### src/blpr_pkg.sv
// Shared types and constants for the button long-press and auto-repeat detector.
`default_nettype none

package blpr_pkg;

    localparam int TIMER_W   = 14;
    localparam int LEVELS_W  = 10;
    localparam int MS_W      = 8;
    localparam int BIDX_W    = 4;
    localparam int CFG_IDX_W = 2;
    localparam int CFG_DAT_W = 14;

    localparam logic [TIMER_W-1:0] FIRST_HOLD_RESET = 14'd1000;
    localparam logic [TIMER_W-1:0] REPEAT_RESET     = 14'd200;

    localparam logic [CFG_IDX_W-1:0] REG_FIRST_HOLD_MS = 2'd0;
    localparam logic [CFG_IDX_W-1:0] REG_REPEAT_MS     = 2'd1;
    localparam logic [CFG_IDX_W-1:0] REG_REPORT_ENABLE = 2'd2;

    localparam logic OP_SAMPLE = 1'b0;
    localparam logic OP_TICK   = 1'b1;

    typedef struct packed {
        logic [TIMER_W-1:0] timer;
        logic               long_reported;
        logic               first_long_done;
    } t_entry;

    typedef struct packed {
        logic [TIMER_W-1:0] first_hold_ms;
        logic [TIMER_W-1:0] repeat_ms;
        logic               report_enable;
    } t_cfg;

    typedef struct packed {
        logic              valid;
        logic [BIDX_W-1:0] button_index;
        logic              is_long;
        logic              last;
    } t_report;

endpackage

`default_nettype wire

### src/blpr_state_ram.sv
// Per-button state memory with registered read and reset-cleared valid bits.
`default_nettype none

module blpr_state_ram #(
    parameter int DEPTH  = 10,
    parameter int ADDR_W = 4
) (
    input  wire                   i_clk,
    input  wire                   i_rst_n,
    input  wire                   i_wr_en,
    input  wire [ADDR_W-1:0]      i_wr_addr,
    input  blpr_pkg::t_entry      i_wr_data,
    input  wire [ADDR_W-1:0]      i_rd_addr,
    output blpr_pkg::t_entry      o_rd_data
);
    import blpr_pkg::*;

    t_entry             r_mem [DEPTH];
    logic [DEPTH-1:0]   r_valid;
    t_entry             r_rd_data;
    logic               r_rd_valid;

    // An entry never written since reset reads as all zeros.
    always_ff @(posedge i_clk) begin
        if (i_wr_en) begin
            r_mem[i_wr_addr] <= i_wr_data;
        end
        r_rd_data <= r_mem[i_rd_addr];
    end

    always_ff @(posedge i_clk) begin
        if (!i_rst_n) begin
            r_valid    <= '0;
            r_rd_valid <= 1'b0;
        end else begin
            r_rd_valid <= r_valid[i_rd_addr];
            if (i_wr_en) begin
                r_valid[i_wr_addr] <= 1'b1;
            end
        end
    end

    assign o_rd_data = r_rd_valid ? r_rd_data : '0;

endmodule

`default_nettype wire

### src/blpr_engine.sv
// Sequencer that sweeps the button state memory once per request.
`default_nettype none

module blpr_engine #(
    parameter int NUM_BUTTONS = 10,
    parameter int IDX_W       = 4
) (
    input  wire                              i_clk,
    input  wire                              i_rst_n,
    input  wire                              i_start,
    input  wire                              i_op,
    input  wire [blpr_pkg::LEVELS_W-1:0]     i_levels,
    input  wire [blpr_pkg::MS_W-1:0]         i_ms,
    input  blpr_pkg::t_cfg                   i_cfg,
    input  wire                              i_out_can_load,
    output logic                             o_idle,
    output blpr_pkg::t_report                o_push
);
    import blpr_pkg::*;

    localparam logic [IDX_W-1:0] LAST_IDX = IDX_W'(NUM_BUTTONS - 1);

    typedef enum logic [1:0] {S_IDLE, S_RUN, S_FLUSH} t_state;

    t_state                 r_state;
    logic [IDX_W-1:0]       r_idx;
    logic                   r_op;
    logic [LEVELS_W-1:0]    r_levels;
    logic [MS_W-1:0]        r_ms;
    logic [NUM_BUTTONS-1:0] r_prev;
    logic                   r_pend_v;
    logic [IDX_W-1:0]       r_pend_idx;
    logic                   r_pend_long;

    logic [NUM_BUTTONS-1:0] w_now;
    t_entry                 w_rd;
    t_entry                 n_entry;
    logic                   w_hit;
    logic                   w_hit_long;
    logic                   w_stall;
    logic                   w_wr_en;
    logic [IDX_W-1:0]       w_rd_addr;
    logic                   w_now_b;
    logic                   w_prev_b;

    // Buttons beyond the levels field always read as released.
    for (genvar g = 0; g < NUM_BUTTONS; g++) begin : g_now
        if (g < LEVELS_W) begin : g_in
            assign w_now[g] = r_levels[g];
        end else begin : g_out
            assign w_now[g] = 1'b1;
        end
    end

    assign w_now_b  = w_now[r_idx];
    assign w_prev_b = r_prev[r_idx];

    always_comb begin
        n_entry    = w_rd;
        w_hit      = 1'b0;
        w_hit_long = 1'b0;
        if (r_op == OP_TICK) begin
            if (w_rd.timer < {{(TIMER_W-MS_W){1'b0}}, r_ms}) begin
                n_entry.timer = '0;
            end else begin
                n_entry.timer = w_rd.timer - {{(TIMER_W-MS_W){1'b0}}, r_ms};
            end
        end else if (w_prev_b && !w_now_b) begin
            n_entry.timer           = i_cfg.first_hold_ms;
            n_entry.long_reported   = 1'b0;
            n_entry.first_long_done = 1'b0;
        end else if (i_cfg.report_enable && !w_now_b && (w_rd.timer == '0)) begin
            n_entry.timer           = w_rd.first_long_done ? i_cfg.repeat_ms
                                                           : i_cfg.first_hold_ms;
            n_entry.first_long_done = 1'b1;
            n_entry.long_reported   = 1'b1;
            w_hit                   = 1'b1;
            w_hit_long              = 1'b1;
        end else if (i_cfg.report_enable && !w_prev_b && w_now_b && !w_rd.long_reported) begin
            w_hit = 1'b1;
        end
    end

    // A new report moves the pending one out; hold if the output is still full.
    assign w_stall = (r_state == S_RUN) && w_hit && r_pend_v && !i_out_can_load;
    assign w_wr_en = (r_state == S_RUN) && !w_stall;

    always_comb begin
        if (r_state != S_RUN) begin
            w_rd_addr = '0;
        end else if (w_stall) begin
            w_rd_addr = r_idx;
        end else if (r_idx == LAST_IDX) begin
            w_rd_addr = '0;
        end else begin
            w_rd_addr = r_idx + 1'b1;
        end
    end

    blpr_state_ram #(
        .DEPTH (NUM_BUTTONS),
        .ADDR_W(IDX_W)
    ) u_ram (
        .i_clk    (i_clk),
        .i_rst_n  (i_rst_n),
        .i_wr_en  (w_wr_en),
        .i_wr_addr(r_idx),
        .i_wr_data(n_entry),
        .i_rd_addr(w_rd_addr),
        .o_rd_data(w_rd)
    );

    always_comb begin
        o_push              = '0;
        o_push.button_index = BIDX_W'(r_pend_idx);
        o_push.is_long      = r_pend_long;
        if (r_state == S_RUN) begin
            o_push.valid = w_hit && r_pend_v && i_out_can_load;
        end else if (r_state == S_FLUSH) begin
            o_push.valid = r_pend_v && i_out_can_load;
            o_push.last  = 1'b1;
        end
    end

    assign o_idle = (r_state == S_IDLE);

    always_ff @(posedge i_clk) begin
        if (!i_rst_n) begin
            r_state  <= S_IDLE;
            r_idx    <= '0;
            r_prev   <= '1;
            r_pend_v <= 1'b0;
        end else begin
            unique case (r_state)
                S_IDLE: begin
                    if (i_start) begin
                        r_op     <= i_op;
                        r_levels <= i_levels;
                        r_ms     <= i_ms;
                        r_idx    <= '0;
                        r_state  <= S_RUN;
                    end
                end
                S_RUN: begin
                    if (!w_stall) begin
                        if (w_hit) begin
                            r_pend_v    <= 1'b1;
                            r_pend_idx  <= r_idx;
                            r_pend_long <= w_hit_long;
                        end
                        if (r_idx == LAST_IDX) begin
                            if (r_op == OP_SAMPLE) begin
                                r_prev <= w_now;
                            end
                            r_state <= S_FLUSH;
                        end else begin
                            r_idx <= r_idx + 1'b1;
                        end
                    end
                end
                S_FLUSH: begin
                    if (!r_pend_v) begin
                        r_state <= S_IDLE;
                    end else if (i_out_can_load) begin
                        r_pend_v <= 1'b0;
                        r_state  <= S_IDLE;
                    end
                end
                default: r_state <= S_IDLE;
            endcase
        end
    end

endmodule

`default_nettype wire

### src/button_long_press_repeat_core.sv
// Top level of the button long-press and auto-repeat detector.
// Each request is accepted, the state memory is swept button by button in a read-modify-write
// pass, and a flush state sends the last report. The sweep stalls whenever a report must leave
// while the output register is still full.
// Reset is synchronous and active low: the memory's valid bits clear at once so every button
// reads as idle with a zero timer, levels read as released, and registers take their defaults.
`default_nettype none

module button_long_press_repeat_core #(
    parameter int NUM_BUTTONS = 10
) (
    input  wire                               i_clk,
    input  wire                               i_rst_n,
    // Configuration write port.
    input  wire                               i_cfg_wr_en,
    input  wire [blpr_pkg::CFG_IDX_W-1:0]     i_cfg_index,
    input  wire [blpr_pkg::CFG_DAT_W-1:0]     i_cfg_wdata,
    // Request stream.
    input  wire                               s_tvalid,
    output logic                              s_tready,
    input  wire [23:0]                        s_tdata,   // levels[9:0], elapsed_ms[17:10], zeros
    input  wire                               s_tuser,   // operation
    // Report stream.
    output logic                              m_tvalid,
    input  wire                               m_tready,
    output logic [7:0]                        m_tdata,   // button_index[3:0], zeros
    output logic                              m_tuser,   // is_long
    output logic                              m_tlast    // last report of a request
);
    import blpr_pkg::*;

    localparam int IDX_W = (NUM_BUTTONS > 1) ? $clog2(NUM_BUTTONS) : 1;

    t_cfg              r_cfg;
    t_report           w_push;
    logic              w_idle;
    logic              w_out_can_load;
    logic              r_out_v;
    logic [BIDX_W-1:0] r_out_idx;
    logic              r_out_long;
    logic              r_out_last;

    // Configuration registers; writes to indexes beyond the list are dropped.
    always_ff @(posedge i_clk) begin
        if (!i_rst_n) begin
            r_cfg.first_hold_ms <= FIRST_HOLD_RESET;
            r_cfg.repeat_ms     <= REPEAT_RESET;
            r_cfg.report_enable <= 1'b0;
        end else if (i_cfg_wr_en) begin
            unique case (i_cfg_index)
                REG_FIRST_HOLD_MS: r_cfg.first_hold_ms <= i_cfg_wdata[TIMER_W-1:0];
                REG_REPEAT_MS:     r_cfg.repeat_ms     <= i_cfg_wdata[TIMER_W-1:0];
                REG_REPORT_ENABLE: r_cfg.report_enable <= i_cfg_wdata[0];
                default: ;
            endcase
        end
    end

    // The engine takes one request at a time; it is ready once its sweep and flush are finished,
    // even while the last report still waits in the output register.
    assign s_tready = w_idle;

    blpr_engine #(
        .NUM_BUTTONS(NUM_BUTTONS),
        .IDX_W      (IDX_W)
    ) u_engine (
        .i_clk         (i_clk),
        .i_rst_n       (i_rst_n),
        .i_start       (s_tvalid && w_idle),
        .i_op          (s_tuser),
        .i_levels      (s_tdata[LEVELS_W-1:0]),
        .i_ms          (s_tdata[LEVELS_W+MS_W-1:LEVELS_W]),
        .i_cfg         (r_cfg),
        .i_out_can_load(w_out_can_load),
        .o_idle        (w_idle),
        .o_push        (w_push)
    );

    // Output register: loads when empty or when its current report is being taken.
    assign w_out_can_load = !r_out_v || m_tready;

    always_ff @(posedge i_clk) begin
        if (!i_rst_n) begin
            r_out_v <= 1'b0;
        end else if (w_push.valid) begin
            r_out_v <= 1'b1;
        end else if (m_tready) begin
            r_out_v <= 1'b0;
        end
    end

    always_ff @(posedge i_clk) begin
        if (w_push.valid) begin
            r_out_idx  <= w_push.button_index;
            r_out_long <= w_push.is_long;
            r_out_last <= w_push.last;
        end
    end

    assign m_tvalid = r_out_v;
    assign m_tdata  = {{(8-BIDX_W){1'b0}}, r_out_idx};
    assign m_tuser  = r_out_long;
    assign m_tlast  = r_out_last;

endmodule

`default_nettype wire
### config.mk
export PLATFORM = sky130hd
export DESIGN_NAME = button_long_press_repeat_core
export DESIGN_NICKNAME = d
export VERILOG_FILES = /design/src/blpr_pkg.sv /design/src/blpr_state_ram.sv /design/src/blpr_engine.sv /design/src/button_long_press_repeat_core.sv
export SDC_FILE = /design/constraint.sdc
export NUM_CORES = 1
export LEC_CHECK = 0
export ABC_AREA = 1
export BUFFER_PORTS_ARGS = -buffer_cell sky130_fd_sc_hd__clkbuf_2
export CAP_MARGIN = 20
export CORE_MARGIN = 4
export CORE_UTILIZATION = 48
export DETAILED_ROUTE_END_ITERATION = 10
export GPL_TIMING_DRIVEN = 0
export PLACE_DENSITY = 0.71
export SETUP_SLACK_MARGIN = 0.02
export SYNTH_ARGS = -nofsm -noshare
export SYNTH_HDL_FRONTEND = slang
export SYNTH_SLANG_ARGS = --single-unit
### constraint.sdc
create_clock -name i_clk -period 4.3 [get_ports i_clk]
set_input_delay 1.29 -clock i_clk [delete_from_list [all_inputs] [get_ports i_clk]]
set_output_delay 1.29 -clock i_clk [all_outputs]
set_load 0.005 [all_outputs]
# After elaboration in Yosys (flattened, before gate mapping)
# Memory sizes are Yosys's and may differ from the RTL's. A register that Yosys moved wholly into a read port is not among the register bits.
# Cells that the tools add are included.
[totals]
mem_count = 1
mem_bits_rw = 160
reg_bits = 88
out_inout_bits = 12
wordCells = 123
input_bits = 46
[classes]
n_reduce_logical = 38
mux = 45
bitwise_logic = 3
eq_ne = 12
n_addsub = 2
magnitude_cmp = 4
[mem_list]
columns = ["name", "depth", "word_bits", "rd", "rd_clocked_by_memory_dff", "wr", "line_no", "source"]
rows = [
  ["u_engine.u_ram.r_mem", 10, 16, 1, 1, 1, "blpr_state_ram.sv:18", "t_entry r_mem [DEPTH];"],
]
[ops]
columns = ["operator", "count"]
rows = [
  ["16-bit two-way mux", 3],
  ["14-bit two-way mux", 3],
  ["4-bit two-way mux", 6],
  ["1-bit two-way mux", 20],
  ["4-bit AND reduction", 4],
  ["1-bit logical AND", 15],
  ["14-bit logical NOT", 1],
  ["14-bit by 8-bit < comparator with 1-bit output", 1],
  ["14-bit by 8-bit subtractor with 14-bit output", 1],
  ["1-bit binary-select mux with 4-bit select", 3],
  ["2-bit two-way mux", 6],
  ["4-bit by 5-bit < comparator with 1-bit output (second input constant)", 2],
  ["10-bit OR", 1],
  ["4-bit case mux with 2 select lines", 1],
  ["1-bit logical NOT", 6],
  ["2-bit by 1-bit != test with 1-bit output (second input constant)", 3],
  ["2-bit != test (second input constant)", 3],
  ["2-bit case mux with 3 select lines", 1],
  ["2-bit AND reduction", 3],
  ["3-bit AND reduction", 2],
  ["2-bit nonzero test", 3],
  ["4-bit by 1-bit adder with 4-bit output (second input constant)", 1],
  ["1-bit demux with 4-bit select", 1],
  ["2-bit by 1-bit equality test with 1-bit output (second input constant)", 2],
  ["9 further kinds", 12],
]

# Longest topological paths before layout
[logic_depth]
depth_word = 17
mapped_depth = 21
ltp_nobuf = 19

# Cells and area by module
# From an unflattened synthesis, not the netlist that was laid out.
[hier_totals]
cells_unflattened = 1214
area_unflattened_um2 = 11641.2
[modules_own_cells]
columns = ["module", "seq_area_each_um2", "area_per_inst_um2", "n_inst", "cells_per_inst"]
rows = [
  ["blpr_state_ram", 5345.1, 7262.0, 1, 613],
  ["blpr_engine", 1061.0, 2924.1, 1, 409],
  ["button_long_press_repeat_core", 780.7, 1455.1, 1, 192],
]

# Worst setup path before layout
# No wires, ideal clock.
[synth_timing]
kind = "input to register"
startpoint = "input m_tready"
endpoint = "memory u_engine.u_ram.r_mem[0][0] (netlist bit), enable pin"
arrival_ps = 2972
required_ps = 3888
n_path_buf = 1
path_stages = 5
setup_ps = 412
setup_slack_ps = 916
cell_sequence = "nor2_1 nand4_2 buf_6 nand2_4 nor3_1"
[synth_via]
elab_chain_len = 7
[synth_lines]
columns = ["element", "line_no", "source"]
rows = [
  ["from (decl)", "button_long_press_repeat_core.sv:25", "input wire m_tready,"],
  ["1-bit logical OR", "button_long_press_repeat_core.sv:80", "assign w_out_can_load = !r_out_v || m_tready;"],
  ["1-bit logical NOT", "blpr_engine.sv:85", "assign w_stall = (r_state == S_RUN) && w_hit && r_pend_v && !i_out_can_load;"],
  ["1-bit logical AND", "blpr_engine.sv:85", ""],
  ["1-bit logical NOT", "blpr_engine.sv:86", "assign w_wr_en = (r_state == S_RUN) && !w_stall;"],
  ["1-bit logical AND", "blpr_engine.sv:86", ""],
  ["1-bit two-way mux", "blpr_state_ram.sv:25", "if (i_wr_en) begin"],
  ["1-bit two-way mux (not written as such)", "blpr_state_ram.sv:26", "r_mem[i_wr_addr] <= i_wr_data;"],
  ["to (decl)", "blpr_state_ram.sv:18", ""],
]
# Every way passes these cells.

==> impl_metrics.csv <==
group,metric,value,unit
power_and_ir_drop,ir_worst_vdd,326.5,µV
cells_and_area,area_delta_synth_final,15.11,%
clock_tree,htree_num_levels,1,
cells_and_area,regArea,7187,µm²
place,gp_congestion,0.8991,
place,io_buffers,46,
clock_tree,clk_pin_slew,60,ps
cells_and_area,nFillCells,2033,
die,dieArea,26810,µm²
cells_and_area,multi_input_area,3565,µm²
global_routing,grt_pass1_wl,44050,µm
place,place_area,12490,µm²
synth,async_flop_share,0,%
sta,relSlewSlack,30.60,%
place,dpl.cell_count,1511,
critical_path,critPathMaxFanout,10,
cells_and_area,instances_no_fill,1565,
clock_tree,insertion_delay,540,ps
die,std_cell_rows,56,
clock_tree,cts_hold_buf,0,
worst_hold_path,hold_path.class,"register to register",
place,hpwl,20110,µm
synth,ys_seq_area_share,61.74,%
clock_tree,cts.sink_count,264,
sta,setup_viol,0,
status,status,"complete, no violations",
global_routing,grt_pass1_vias,8139,
sta,worst_pin_slew,1035,ps
routing,drtIter0Drc,861,
sta,drv_slew,0,
critical_path,critPathLaunchType,"register",
critical_path,worst_ep_arrival_time,3990,ps
clock_tree,clockRootBuffer,"clkbuf_16",
synth,syn-instance-count,1127,
job,cap_violations,0,
critical_path,slowest_stage,"fa_1",
cells_and_area,antenna_cells,0,
die,start_util,49.15,%
critical_path,crit_top_cell,"nand2_1",
synth,synth_area,11640,µm²
sta,finalHoldViolCount,0,
die,ios,58,
global_routing,globalRoute.totalOverflow,0,
sta,fmax,261.4,MHz
synth,ys_types,39,
global_routing,grt_util_all_layers,21.05,%
global_routing,grtUsageMet3,2.936,%
die,fp.dieH,163.7,µm
die,die_w,163.7,µm
critical_path,critPathMaxStageDelay,400,ps
synth,ys_ff_latch,264,
critical_path,critPathKind,"register to register",
synth,avgSynthCellArea,10.33,µm²
global_routing,grtUsageMet1,28.54,%
global_routing,antenna_found_initial,0,
synth,ys_warn_count,0,
clock_tree,numCtsBuffers,28,
synth,synth_edf_count,190,
routing,num_vias,8381,
critical_path,crit_chain,"buf_6 > nand2_1 > ha_1 > inv_1 > fa_1 > nand2_1 > inv_1 > o21ai_0 > nand2_1 > a21oi_1 > o21bai_1 > a21oi_1 > o21ai_0 > nor2_1 > nand2_1 > nand2_1 > inv_1 > nand3_1 > nand3_1",
routing,viasPerCell,5.355,
cells_and_area,fin_area,13400,µm²
cells_and_area,final_cell_mix,"nand2_1 (227), edfxtp_1 (190), inv_1 (148), nand3_1 (105), o211ai_1 (76)",
critical_path,cp-end-kind,"register",
routing,wire_per_inst,18.12,µm
sta,period_share,88.98,%
cells_and_area,final_common_cell,"nand2_1",
clock_tree,cts_tree,"yes",
cells_and_area,drive_above_1_share,14.77,%
sta,rsz0062_at_grt,"no",
sta,skew,16.51,ps
cells_and_area,fin_nets,1283,
global_routing,grt_max_degree,20,
synth,synth_ff_type,"edfxtp_1",
routing,drt-total-wl,28350,µm
routing,drc,0,
clock_tree,cts_max_path_buffers,3,
routing,dr.pass1.iters,5,
power_and_ir_drop,p_leak,5.513,nW
die,core,23680,µm²
routing,antenna_left,0,
global_routing,grtUsageMet2,35.57,%
global_routing,top_usage_layer,"met2",
sta,min_period,3826,ps
critical_path,crit_required,4460,ps
power_and_ir_drop,powerDensity,452.3,nW/µm²
-- flip-flops by register name (all words and copies together) (netlist names) --
name / cells
m_tlast: 1
r_cfg: 29
r_out_idx: 4
u_engine.r_prev: 10
u_engine.r_op: 1
u_engine.r_idx: 4
u_engine.r_levels: 10
u_engine.r_pend_long: 1
u_engine.u_ram.r_rd_data: 16
u_engine.u_ram.r_valid: 10
m_tuser: 1
u_engine.u_ram.r_mem: 160
m_tvalid: 1
u_engine.r_ms: 8
u_engine.u_ram.r_rd_valid: 1
u_engine.r_pend_v: 1
u_engine.r_pend_idx: 4
u_engine.r_state: 2
-- worst max-delay path: cells and delay by family, from the launching register on --
family | cells | cell delay, ps
AOI/OAI and AO/OA | 5 | 690
adders and majority gates | 2 | 560
buffers and inverters | 4 | 490
DFF | 1 | 370
and+or+nand+nor | 8 | 1340
-- worst paths after layout --
path	cells after the start	to	slack, ps	startpoint
max	19	u_engine.u_ram.r_mem[8][9]	470	u_engine.u_ram.r_rd_valid
min	0	r_out_idx[2]	420	u_engine.r_pend_idx[2]
max reg2reg	19	u_engine.u_ram.r_mem[8][9]	470	u_engine.u_ram.r_rd_valid
min reg2reg	0	r_out_idx[2]	420	u_engine.r_pend_idx[2]
-- final cells by class --
| class | count | share of cell area (%) |
|---|---|---|
| multi-input cells | 660 | 26.60 |
| repair buffers | 64 | 3.025 |
| inverters | 153 | 4.304 |
| well taps | 319 | 2.979 |
| flip-flops and latches | 264 | 53.63 |
| plain buffers | 53 | 2.801 |
| clock buffers | 47 | 6.302 |
| clock inverters | 5 | 0.3548 |
-- cell families after synthesis --
logic type | synth area share [%]
AND/OR/NAND/NOR | 16.12
buffers and inverters | 8.179
AO/OA/AOI/OAI | 11.26
other | 0.03221
XOR/XNOR | 0.5267
multiplexers | 0.6772
adder cells (fa/ha/maj) | 1.462
flip-flops | 61.74
-- metrics by stage --
stage / util, % / setup TNS (ps) / setup WS (ps) / hold WS [ps] / total power [mW]
CTS: 56.50 / 0 / 156.2 / 421.5 / 6.075
global route: 56.58 / 0 / 157.1 / 422.8 / 6.270
detailed placement: 52.74 / 0 / 49.26 / 407.0 / 3.766
global placement: 51.86 / -37290 / -423.8 / 405.5 / 3.721
finish: 56.58 / 0 / 473.8 / 421.0 / 6.061
floorplan: - / 0 / 916.2 / 400.3 / 3.484
-- what timing repair did --
action	CTS	global route
endpoints found under the setup margin	10	10
setup buffers	0	0
resized for setup	1	1
-- where the power goes --
part | switching (mW) | total (mW) | leakage (nW) | internal, mW
Sequential | 0.0433 | 2.96 | 2.36 | 2.92
Clock | 0.935 | 2.32 | 0.433 | 1.39
Combinational | 0.544 | 0.780 | 2.72 | 0.236
-- metal layers --
layer,vias to the layer above,wire (µm),share of wire (%)
met3,64,1970,6.9
met4,0,745,2.6
li1,4052,-,-
met1,3928,12080,43
met2,337,13560,48
met5,-,0,0
-- cell usage after synthesis, types with 2 or more instances --
library cell | instances | area [µm²]
inv_2 | 4 | 15.01
nand2_2 | 6 | 37.54
dfxtp_1 | 74 | 1481
nor2_4 | 3 | 33.78
o21ai_4 | 3 | 48.80
a21oi_1 | 27 | 135.1
xnor2_1 | 4 | 35.03
a22oi_1 | 7 | 52.55
nor2_1 | 63 | 236.5
edfxtp_1 | 190 | 5705
nor2_2 | 3 | 18.77
ha_1 | 12 | 150.1
nand3_1 | 105 | 525.5
o211ai_1 | 76 | 570.6
buf_6 | 15 | 168.9
clkbuf_1 | 13 | 48.80
a31oi_1 | 2 | 12.51
nor3_1 | 11 | 55.05
o21bai_1 | 16 | 120.1
nand2_4 | 4 | 45.04
xor2_1 | 3 | 26.28
nand2_1 | 227 | 852.1
buf_1 | 2 | 7.510
o21ai_2 | 2 | 17.52
mux2_2 | 7 | 78.83
buf_4 | 14 | 105.1
nand3b_1 | 3 | 22.52
buf_2 | 9 | 45.04
nand4_1 | 6 | 37.54
o21a_1 | 9 | 67.56
inv_1 | 148 | 555.5
o21ai_0 | 52 | 260.3
Power figures use the tool's default switching activity.
